[config.mk]
export PLATFORM = sky130hd
export DESIGN_NAME = tag_line_parser
export DESIGN_NICKNAME = d
export VERILOG_FILES = /design/src/rtl/tlp_pkg.sv /design/src/rtl/tlp_step.sv /design/src/rtl/tlp_out_fifo.sv /design/src/rtl/tag_line_parser.sv
export SDC_FILE = /design/constraint.sdc
export NUM_CORES = 1
export LEC_CHECK = 0
export ABC_AREA = 1
export CAP_MARGIN = 5
export CORE_ASPECT_RATIO = 0.8
export CORE_UTILIZATION = 30
export DETAILED_ROUTE_END_ITERATION = 10
export DONT_BUFFER_PORTS = 1
export GPL_TIMING_DRIVEN = 0
export HOLD_SLACK_MARGIN = 0.03
export PLACE_DENSITY = 0.48
export SYNTH_ARGS = -nofsm -noshare
export SYNTH_HDL_FRONTEND = slang
export SYNTH_SLANG_ARGS = --single-unit
[constraint.sdc]
create_clock -name aclk -period 3.2 [get_ports aclk]
set_clock_uncertainty 0.2 [all_clocks]
set_input_delay 0.64 -clock aclk [delete_from_list [all_inputs] [get_ports aclk]]
set_output_delay 0.64 -clock aclk [all_outputs]
set_load 0.02 [all_outputs]
[src/rtl/tlp_pkg.sv]
// tlp_pkg: shared types and constants for the tag line parser
// no dependencies; imported by every rtl module of the block

package tlp_pkg;

    // parser phase within a line
    typedef enum logic [2:0] {
        PH_LINE   = 3'd0,
        PH_NAME   = 3'd1,
        PH_EQ     = 3'd2,
        PH_INT    = 3'd3,
        PH_STR    = 3'd4,
        PH_ESC    = 3'd5,
        PH_CLOSED = 3'd6,
        PH_ERR    = 3'd7
    } phase_t;

    // result kinds
    localparam logic [1:0] KIND_NAME = 2'd0;
    localparam logic [1:0] KIND_VAL  = 2'd1;
    localparam logic [1:0] KIND_REC  = 2'd2;
    localparam logic [1:0] KIND_END  = 2'd3;

    // record status codes
    localparam logic [2:0] ST_NONE  = 3'd0;
    localparam logic [2:0] ST_ERROR = 3'd4;

    // characters the parser reacts to
    localparam logic [7:0] CH_STAR   = 8'h2a;
    localparam logic [7:0] CH_EQ     = 8'h3d;
    localparam logic [7:0] CH_LPAREN = 8'h28;
    localparam logic [7:0] CH_RPAREN = 8'h29;
    localparam logic [7:0] CH_LBRACE = 8'h7b;
    localparam logic [7:0] CH_RBRACE = 8'h7d;
    localparam logic [7:0] CH_BSLASH = 8'h5c;
    localparam logic [7:0] CH_N      = 8'h6e;
    localparam logic [7:0] CH_NL     = 8'h0a;

    // result queue sizing
    localparam int MAX_RESULTS = 2;
    localparam int FIFO_DEPTH  = 4;
    localparam int FIFO_AW     = $clog2(FIFO_DEPTH);

    typedef struct packed {
        logic [1:0] kind;
        logic [7:0] out_byte;
        logic [2:0] status;
        logic       last;
    } result_t;

    // everything one input beat produces
    typedef struct packed {
        result_t    res0;
        result_t    res1;
        logic [1:0] count;
        phase_t     phase_next;
        logic       protect_next;
        logic       brace_next;
    } step_t;

endpackage

[src/rtl/tlp_step.sv]
// tlp_step: combinational parse step for one input beat
// depends on tlp_pkg for phase, result and step types

module tlp_step
    import tlp_pkg::*;
(
    input  phase_t     phase,
    input  logic       protect,
    input  logic       brace,
    input  logic [7:0] data_byte,
    input  logic       is_end,
    output step_t      step
);

    logic [7:0] closer;

    assign closer = brace ? CH_RBRACE : CH_RPAREN;

    always_comb begin
        step              = '0;
        step.phase_next   = phase;
        step.protect_next = protect;
        step.brace_next   = brace;

        if (is_end) begin
            if (phase == PH_LINE) begin
                step.res0.kind = KIND_END;
                step.count     = 2'd1;
            end else begin
                step.res0.kind    = KIND_REC;
                step.res0.status  = ST_ERROR;
                step.count        = 2'd1;
                step.phase_next   = PH_ERR;
                step.protect_next = 1'b0;
                step.brace_next   = 1'b0;
            end
        end else begin
            case (phase)
                PH_LINE, PH_NAME: begin
                    if (phase == PH_LINE && data_byte == CH_STAR) begin
                        step.protect_next = 1'b1;
                        step.phase_next   = PH_NAME;
                    end else if (data_byte == CH_NL) begin
                        step.res0.kind    = KIND_REC;
                        step.res0.status  = ST_ERROR;
                        step.count        = 2'd1;
                        step.phase_next   = PH_ERR;
                        step.protect_next = 1'b0;
                        step.brace_next   = 1'b0;
                    end else if (data_byte == CH_EQ) begin
                        step.phase_next = PH_EQ;
                    end else begin
                        step.res0.kind     = KIND_NAME;
                        step.res0.out_byte = data_byte;
                        step.count         = 2'd1;
                        step.phase_next    = PH_NAME;
                    end
                end
                PH_EQ: begin
                    if (data_byte == CH_LPAREN) begin
                        step.brace_next = 1'b0;
                        step.phase_next = PH_STR;
                    end else if (data_byte == CH_LBRACE) begin
                        step.brace_next = 1'b1;
                        step.phase_next = PH_STR;
                    end else if (data_byte == CH_NL) begin
                        step.res0.kind    = KIND_REC;
                        step.res0.status  = {1'b0, protect, 1'b1};
                        step.count        = 2'd1;
                        step.phase_next   = PH_LINE;
                        step.protect_next = 1'b0;
                        step.brace_next   = 1'b0;
                    end else begin
                        step.res0.kind     = KIND_VAL;
                        step.res0.out_byte = data_byte;
                        step.count         = 2'd1;
                        step.phase_next    = PH_INT;
                    end
                end
                PH_INT: begin
                    if (data_byte == CH_NL) begin
                        step.res0.kind    = KIND_REC;
                        step.res0.status  = {1'b0, protect, 1'b1};
                        step.count        = 2'd1;
                        step.phase_next   = PH_LINE;
                        step.protect_next = 1'b0;
                        step.brace_next   = 1'b0;
                    end else begin
                        step.res0.kind     = KIND_VAL;
                        step.res0.out_byte = data_byte;
                        step.count         = 2'd1;
                    end
                end
                PH_STR: begin
                    if (data_byte == CH_BSLASH) begin
                        step.phase_next = PH_ESC;
                    end else if (data_byte == closer) begin
                        step.phase_next = PH_CLOSED;
                    end else begin
                        step.res0.kind     = KIND_VAL;
                        step.res0.out_byte = data_byte;
                        step.count         = 2'd1;
                    end
                end
                PH_ESC: begin
                    step.phase_next = PH_STR;
                    step.res0.kind  = KIND_VAL;
                    if (data_byte == CH_N) begin
                        step.res0.out_byte = CH_NL;
                        step.count         = 2'd1;
                    end else if (data_byte inside {CH_LPAREN, CH_RPAREN, CH_BSLASH}) begin
                        step.res0.out_byte = data_byte;
                        step.count         = 2'd1;
                    end else begin
                        // unknown escape passes both bytes
                        step.res0.out_byte = CH_BSLASH;
                        step.res1.kind     = KIND_VAL;
                        step.res1.out_byte = data_byte;
                        step.count         = 2'd2;
                    end
                end
                PH_CLOSED: begin
                    step.res0.kind    = KIND_REC;
                    step.count        = 2'd1;
                    step.protect_next = 1'b0;
                    step.brace_next   = 1'b0;
                    if (data_byte == CH_NL) begin
                        step.res0.status = {1'b0, protect, 1'b0};
                        step.phase_next  = PH_LINE;
                    end else begin
                        step.res0.status = ST_ERROR;
                        step.phase_next  = PH_ERR;
                    end
                end
                default: begin
                    // error phase swallows data bytes
                end
            endcase
        end

        step.res0.last = (step.count == 2'd1);
        step.res1.last = (step.count == 2'd2);
    end

endmodule

[src/rtl/tlp_out_fifo.sv]
// tlp_out_fifo: small result queue, takes up to two results a cycle, gives one
// depends on tlp_pkg for result_t and queue sizing

module tlp_out_fifo
    import tlp_pkg::*;
(
    input  logic       aclk,
    input  logic       aresetn,
    input  logic [1:0] push_n,
    input  result_t    push0,
    input  result_t    push1,
    output logic       room,
    output logic       out_valid,
    input  logic       out_ready,
    output result_t    out_res
);

    result_t              mem [FIFO_DEPTH];
    logic [FIFO_AW-1:0]   head_reg, head_next;
    logic [FIFO_AW-1:0]   tail_reg, tail_next;
    logic [FIFO_AW:0]     count_reg, count_next;
    logic                 pop;

    assign out_valid = (count_reg != '0);
    assign out_res   = mem[head_reg];
    assign pop       = out_valid && out_ready;
    // room for the largest burst one beat can produce
    assign room      = count_reg <= (FIFO_AW+1)'(FIFO_DEPTH - MAX_RESULTS);

    always_comb begin
        head_next  = pop ? head_reg + FIFO_AW'(1) : head_reg;
        tail_next  = tail_reg + FIFO_AW'(push_n);
        count_next = count_reg + (FIFO_AW+1)'(push_n) - (FIFO_AW+1)'(pop);
    end

    always_ff @(posedge aclk) begin
        if (!aresetn) begin
            head_reg  <= '0;
            tail_reg  <= '0;
            count_reg <= '0;
        end else begin
            head_reg  <= head_next;
            tail_reg  <= tail_next;
            count_reg <= count_next;
        end
    end

    always_ff @(posedge aclk) begin
        if (push_n != 2'd0) begin
            mem[tail_reg] <= push0;
        end
        if (push_n == 2'd2) begin
            mem[tail_reg + FIFO_AW'(1)] <= push1;
        end
    end

endmodule

[src/rtl/tag_line_parser.sv]
// tag_line_parser: top level, input register, line state and result queue
// depends on tlp_pkg, tlp_step and tlp_out_fifo

// The parser takes one beat per cycle while the result queue has room, a data
// byte or an end-of-data marker, and turns tag lines of the form [*]name=value
// into a stream of result beats: name bytes, value bytes, one record beat per
// line with its type or an error, and an end beat for end of data at a line
// start. Input beats land in a one-entry input register; the parse step then
// runs on the registered beat once the queue has room and writes zero, one or
// two results into a four-entry result queue that drives the m_ channel. The
// sustained rate is one input beat per cycle while the queue has room, as the
// parse step is combinational; an unknown escape yields two result beats, and
// the queue absorbs the extra one. Results pass the input register, then the queue.
// An error is sticky: after it data bytes give nothing and each end of data
// gives another error record, until reset.

module tag_line_parser
    import tlp_pkg::*;
(
    input  logic       aclk,
    input  logic       aresetn,
    input  logic       s_valid,
    output logic       s_ready,
    input  logic [7:0] s_data_byte,
    input  logic       s_is_end,
    output logic       m_valid,
    input  logic       m_ready,
    output logic [1:0] m_kind,
    output logic [7:0] m_out_byte,
    output logic [2:0] m_status,
    output logic       m_last
);

    // input register
    logic       in_valid_reg;
    logic [7:0] in_byte_reg;
    logic       in_end_reg;

    // line state
    phase_t     phase_reg;
    logic       protect_reg;
    logic       brace_reg;

    step_t      step;
    logic       fifo_room;
    logic       advance;
    result_t    out_res;
    logic [1:0] push_n;

    // the registered beat is parsed once the queue can take its results
    assign advance = in_valid_reg && fifo_room;
    assign s_ready = !in_valid_reg || advance;
    assign push_n  = advance ? step.count : 2'd0;

    always_ff @(posedge aclk) begin
        if (!aresetn) begin
            in_valid_reg <= 1'b0;
        end else if (s_ready) begin
            in_valid_reg <= s_valid;
        end
    end

    always_ff @(posedge aclk) begin
        if (s_ready && s_valid) begin
            in_byte_reg <= s_data_byte;
            in_end_reg  <= s_is_end;
        end
    end

    always_ff @(posedge aclk) begin
        if (!aresetn) begin
            phase_reg   <= PH_LINE;
            protect_reg <= 1'b0;
            brace_reg   <= 1'b0;
        end else if (advance) begin
            phase_reg   <= step.phase_next;
            protect_reg <= step.protect_next;
            brace_reg   <= step.brace_next;
        end
    end

    tlp_step u_step (
        .phase     (phase_reg),
        .protect   (protect_reg),
        .brace     (brace_reg),
        .data_byte (in_byte_reg),
        .is_end    (in_end_reg),
        .step      (step)
    );

    tlp_out_fifo u_fifo (
        .aclk      (aclk),
        .aresetn   (aresetn),
        .push_n    (push_n),
        .push0     (step.res0),
        .push1     (step.res1),
        .room      (fifo_room),
        .out_valid (m_valid),
        .out_ready (m_ready),
        .out_res   (out_res)
    );

    assign m_kind     = out_res.kind;
    assign m_out_byte = out_res.out_byte;
    assign m_status   = out_res.status;
    assign m_last     = out_res.last;

    // error phase is left only by reset
    a_err_sticky: assert property (@(posedge aclk) disable iff (!aresetn)
        phase_reg == PH_ERR |=> phase_reg == PH_ERR)
        else $error("parser left error phase without reset");

    // an accepted beat always lands in the input register
    a_in_capture: assert property (@(posedge aclk) disable iff (!aresetn)
        s_valid && s_ready |=> in_valid_reg)
        else $error("accepted input beat was dropped");

    // only record beats carry a status
    a_status_rec: assert property (@(posedge aclk) disable iff (!aresetn)
        m_valid && m_kind != KIND_REC |-> m_status == ST_NONE)
        else $error("status set on a non-record beat");

    // protect flag lives only inside a line
    a_protect_line: assert property (@(posedge aclk) disable iff (!aresetn)
        protect_reg |-> phase_reg != PH_LINE && phase_reg != PH_ERR)
        else $error("protect flag outside a line");

endmodule
* Yosys cells after proc, flatten, opt, wreduce, memory -nomap -nowiden
Memory sizes are Yosys's and may differ from the RTL's. A register that Yosys moved wholly into a read port is not among the register bits.
Cells that the tools add are included.
** Operators by class
- $add $sub $neg :: 5
- $lt $le $gt $ge :: 1
- Equal/unequal tests :: 24
- Mux-type cells :: 63
- Reductions and logical operators :: 16
** Operators with widths (count)
- $mux W8 :: 6
- $mux W10 :: 4
- $pmux W8 S5 :: 1
- $mux W13 :: 3
- $eq A8 B6 Y1 const B :: 4
- $mux W2 :: 16
- $pmux W5 S6 :: 1
- $mux W3 :: 9
- $eq A8 B7 Y1 const B :: 3
- $mux W9 :: 2
- $mux W5 :: 3
- $mux W7 :: 2
- $mux W1 :: 12
- $pmux W2 S6 :: 1
- $pmux W3 S4 :: 1
- $reduce_and A5 Y1 :: 2
- $eq A3 B3 Y1 const B :: 3
- $ne A3 B3 Y1 const B :: 3
- $eq A8 B4 Y1 const B :: 1
- $eq A8 B8 Y1 :: 1
- $pmux W2 S4 :: 1
- $reduce_bool A7 Y1 :: 1
- $eq A3 B2 Y1 const B :: 2
- $reduce_and A6 Y1 :: 1
- 20 further kinds :: 26
** Storage, ports and cells
- Register bits after elaboration :: 22
- Memory bits (writable) :: 56
- Input port bits :: 13
- Output and inout port bits :: 16
- Word-level logic and storage cells :: 119
- Memories kept :: 1
** Memory list
- u_fifo.mem :: depth 4, width 14, read ports 1, clocked after Yosys merged registers in 1, wr ports 2, RTL line tlp_out_fifo.sv:18 : result_t mem [FIFO_DEPTH];

* Depth between registers and ports, before layout
- Word-level depth :: 10
- Depth in mapped cells :: 17
- Gate-level depth less buffers :: 17

* Modules after synthesis
A second synthesis with hierarchy kept.
** Second synthesis, totals
- Cells, all modules :: 604
- Area, all modules :: 4814.6 um^2
** By module, submodules not included
- tlp_out_fifo :: instances 1, cells an instance 338, area an instance 3313.2 um^2
- tlp_step :: instances 1, cells an instance 215, area an instance 960.9 um^2
- tag_line_parser :: instances 1, cells an instance 51, area an instance 540.5 um^2

* Least setup slack after synthesis
Ideal clock, no wire load.
- Kind :: reg2reg
- From :: register in_byte_reg[1]
- To :: register u_fifo.count_reg[2]
- Library setup time :: 0.116 ns
- Data arrival time :: 2.136 ns
- Data required time :: 2.884 ns
- Slack :: 0.748 ns
- Stages on the path, launching flop included :: 14
- Buffers on the path :: 0
- Cells stage by stage :: edfxtp_1 > nand2_1 > nor2_1 > nand2_1 > nand2_2 > nor2_4 > nand2_4 > inv_4 > nand2_4 > ha_1 > fa_1 > xor2_1 > inv_1 > nor2_1
** Between the ends
- Cells in the longest elaborated chain, start to end :: 9
** RTL lines
- start: declaration :: RTL line tag_line_parser.sv:36 : logic [7:0] in_byte_reg;
- start signal: assignment :: RTL line tag_line_parser.sv:65 : in_byte_reg <= s_data_byte;
- $eq A8 B6 Y1 (tied with other cells) :: RTL line tlp_step.sv:60, tlp_step.sv:111
- $reduce_bool A3 Y1 or $mux W1 (tied branches) :: RTL line tlp_step.sv:111, tlp_step.sv:50
- $mux W2 or $mux W5 (tied branches) :: RTL line tlp_step.sv:111, tlp_step.sv:43
- $mux W2, on equally long branches :: RTL line tlp_step.sv:108, tlp_step.sv:40
- $pmux W5 S6 * :: RTL line tlp_step.sv:38 : case (phase)
- $mux W7 * :: RTL line tlp_step.sv:25 : if (is_end) begin
- $mux W2 * :: RTL line tag_line_parser.sv:53 : assign push_n = advance ? step.count : 2'd0;
- $add A3 B2 Y3 * :: RTL line tlp_out_fifo.sv:33 : count_next = count_reg + (FIFO_AW+1)'(push_n) - (FIFO_AW+1)'(pop);
- $sub A3 B1 Y3 * :: RTL line tlp_out_fifo.sv:33
- end signal: assignment :: RTL line tlp_out_fifo.sv:44 : count_reg <= count_next;
- end: declaration :: RTL line tlp_out_fifo.sv:21 : logic [FIFO_AW:0] count_reg, count_next;
Mark *: on every way between the ends. The rest lies on a longest branch, timed or not.
A chain may end at the register's enable or synchronous reset.

==> results.yml <==
critical_path:
  path_class: "register to primary output"
  crit_path_max_fanout: 10
  required_ns: 2.36
  r2r_start: "in_byte_reg[4]"
  arrival_ns: 2.14
  end_kind: "primary output"
  startpoint_type: "register"
grt:
  gr-usage-all-layers: 0.182
  grt_pass1_wl_um: 20200
  overflow: 0
  grt_pass1_vias: 3616
  antenna_found_initial: 0
  grt_max_degree: 15
synth:
  yosysUniqueCellTypes: 37
  syn_avg_cell_area_sq_um: 7.97
  post_synth_and_or_nand_nor_area_fraction: 0.248
  postSynthRegisterBits: 80
  synth_fp_nets: 570
  async_flop_share: 0
  synth.most_common_cell: "nand2_1"
  synth_warnings: 0
  synth_fa_ha_area_frac: 0.0159
  synth_top_area_frac: 0.335
  syn_area_sq_um: 4400
  yosys-top-cells-count: "94 x nand2_1, 90 x nor2_1, 67 x o21ai_0"
  synth_edf_count: 49
  synth_area_leaders: "edfxtp_1 33%, dfxtp_1 14%, nand2_1 8.0%, nor2_1 7.7%, o21ai_0 7.6%"
  synth-compound-area-share: 0.173
  synth_top_family_by_area: "simple AND/OR/NAND/NOR gates"
  yosysTopAreaCell: "edfxtp_1"
  ys_seq_area_frac: 0.476
  ys.flop_type: "edfxtp_1"
  syn_inst: 552
  synth_xor_area_frac: 0.00597
  synth_mux_area_frac: 0
route:
  avgViaCountPerCell: 5.10
  dr.pass1.iters: 5
  drtAntennaViolNets: 0
  drc_errors: 0
  finalWirelength_um: 12800
  wl_per_cell_um: 17.0
  drtIter0Drc: 247
  vias: 3833
clock_network:
  cts_setup_buffers: 0
  path_clk_slew_ns: 0.06
  clock-root-buffer: "clkbuf_16"
  cts_buffers: 9
  cts_buffer_depth: 2
  cts_sinks: 80
  cts-hold-fix-buffers: 0
  cts_tree: "built"
  clkLatencyLatePin_ns: 0.34
  htree_levels: 3
floorplan:
  die_x_um: 137
  rows: 39
  ios: 29
  fp.dieArea_sq_um: 15200
  die_y_um: 110
  initial_core_util: 0.308
  core_area_sq_um: 14300
job:
  maxCapViolCount: 0
pwr:
  powerDensity_nw_per_um2: 686
  p_leak_nw: 2.00
  ir_worst_vdd_mv: 0.267
sta:
  finalHoldViolations: 0
  finalSetupViolCount: 0
  slew_viol_final: 0
  clock.fmax_ghz: 0.335
  rsz0062_at_grt: "false"
  fin_setup_tns_ns: 0
  layout_min_cycle_time_ns: 2.98
  slew_headroom: 0.488
  period_share: 0.932
  worstMarginPinSlew_ns: 0.766
placed_design:
  port_buffers: 0
  place.detailed.hpwl_um: 9450
  place_area_sq_um: 4630
  gp_congestion: 0.881
final_layout:
  num_antenna_cells: 0
  drive_above_1_share: 0.0986
  nets: 581
  area_growth_pct: 11.3
  largest_reg_flops: 56
  design_area_sq_um: 4890
min_path:
  hp-class: "primary input to register"
  min_from: "s_is_end"
run_status:
  status: "finished clean"
-- stage by stage --
step                      hold WS (ns)  setup slack (ns)   util  power [mW]  std cells
after floorplan                  0.236             0.748      -        2.15        552
final                            0.194             0.219  0.342        3.36        752
after detailed placement         0.263             0.405  0.324        2.43        736
after CTS                        0.184            0.0346  0.342        3.38        752
after global placement           0.255             0.439  0.324        2.41        736
after global routing             0.175            0.0188  0.342        3.56        752
-- path summary, 6_finish.rpt --
check,slack (ns),depth (start not counted),to
max,0.22,4,m_out_byte[7]
min,0.19,0,in_end_reg
max reg2reg,0.46,12,u_fifo.mem[2][6]
min reg2reg,0.27,2,u_fifo.head_reg[1]
-- layout make-up --
cell class	instances	area [sq um]
buffer	21	133
clock buffer	11	233
clock inverter	5	32.5
fill	1514	9400
inverter	59	226
multi-input combinational	392	1950
sequential	80	2090
tap	184	230
-- routing by layer --
metal	GRT usage	vias to the layer above	routed length [um]
met2	0.282	125	5580
met5	0	-	0
met1	0.256	1816	6330
met3	0.0370	13	745
li1	-	1879	-
met4	0.0526	0	147
-- placed cells by master, fill, tap and decap left out, types with 2 or more instances in the layout --
master      netlist  layout
a21oi_1          34      34
a31oi_1           2       2
buf_4             2       2
buf_6             6       6
clkbuf_1         12      13
clkbuf_16         0       9
clkinv_1          1       2
clkinvlp_4        0       2
dfxtp_1          31      31
edfxtp_1         49      49
ha_1              4       4
inv_1            51      51
inv_2             5       5
inv_4             2       2
nand2_1          94      94
nand2_2          11      11
nand2_4           3       3
nand3_1          32      32
nand3_2           3       3
nor2_1           90      90
nor2_2            2       2
nor2_4            2       2
nor3_1            3       3
o21a_1            2       2
o21ai_0          67      67
o21ai_1           5       5
o22ai_1          24      24
o22ai_2           3       3
xnor2_1           2       2
-- critical path: stages, from the launching register on --
cell and delay, ns:
dfxtp_1 0.36, clkbuf_1 0.38, clkbuf_1 0.44, o21ai_0 0.20, o22ai_1 0.43
-- kinds of logic after synthesis --
group | count (synthesis)
AO/OA/AOI/OAI | 139
AND/OR/NAND/NOR | 245
XOR/XNOR | 3
buffers and inverters | 80
flip-flops | 80
adder cells (fa/ha/maj) | 5
-- what timing repair did --
action,4_1_cts,5_1_grt
endpoints found under the setup margin,0,1
hold endpoints to repair,0,0
gates resized for setup,0,2
-- power breakdown --
part | switching (mW) | internal, mW | total, mW
clock network | 0.426 | 0.525 | 0.951
logic | 0.749 | 0.292 | 1.04
registers | 0.100 | 1.27 | 1.37
(Power assumes the default switching activity.)
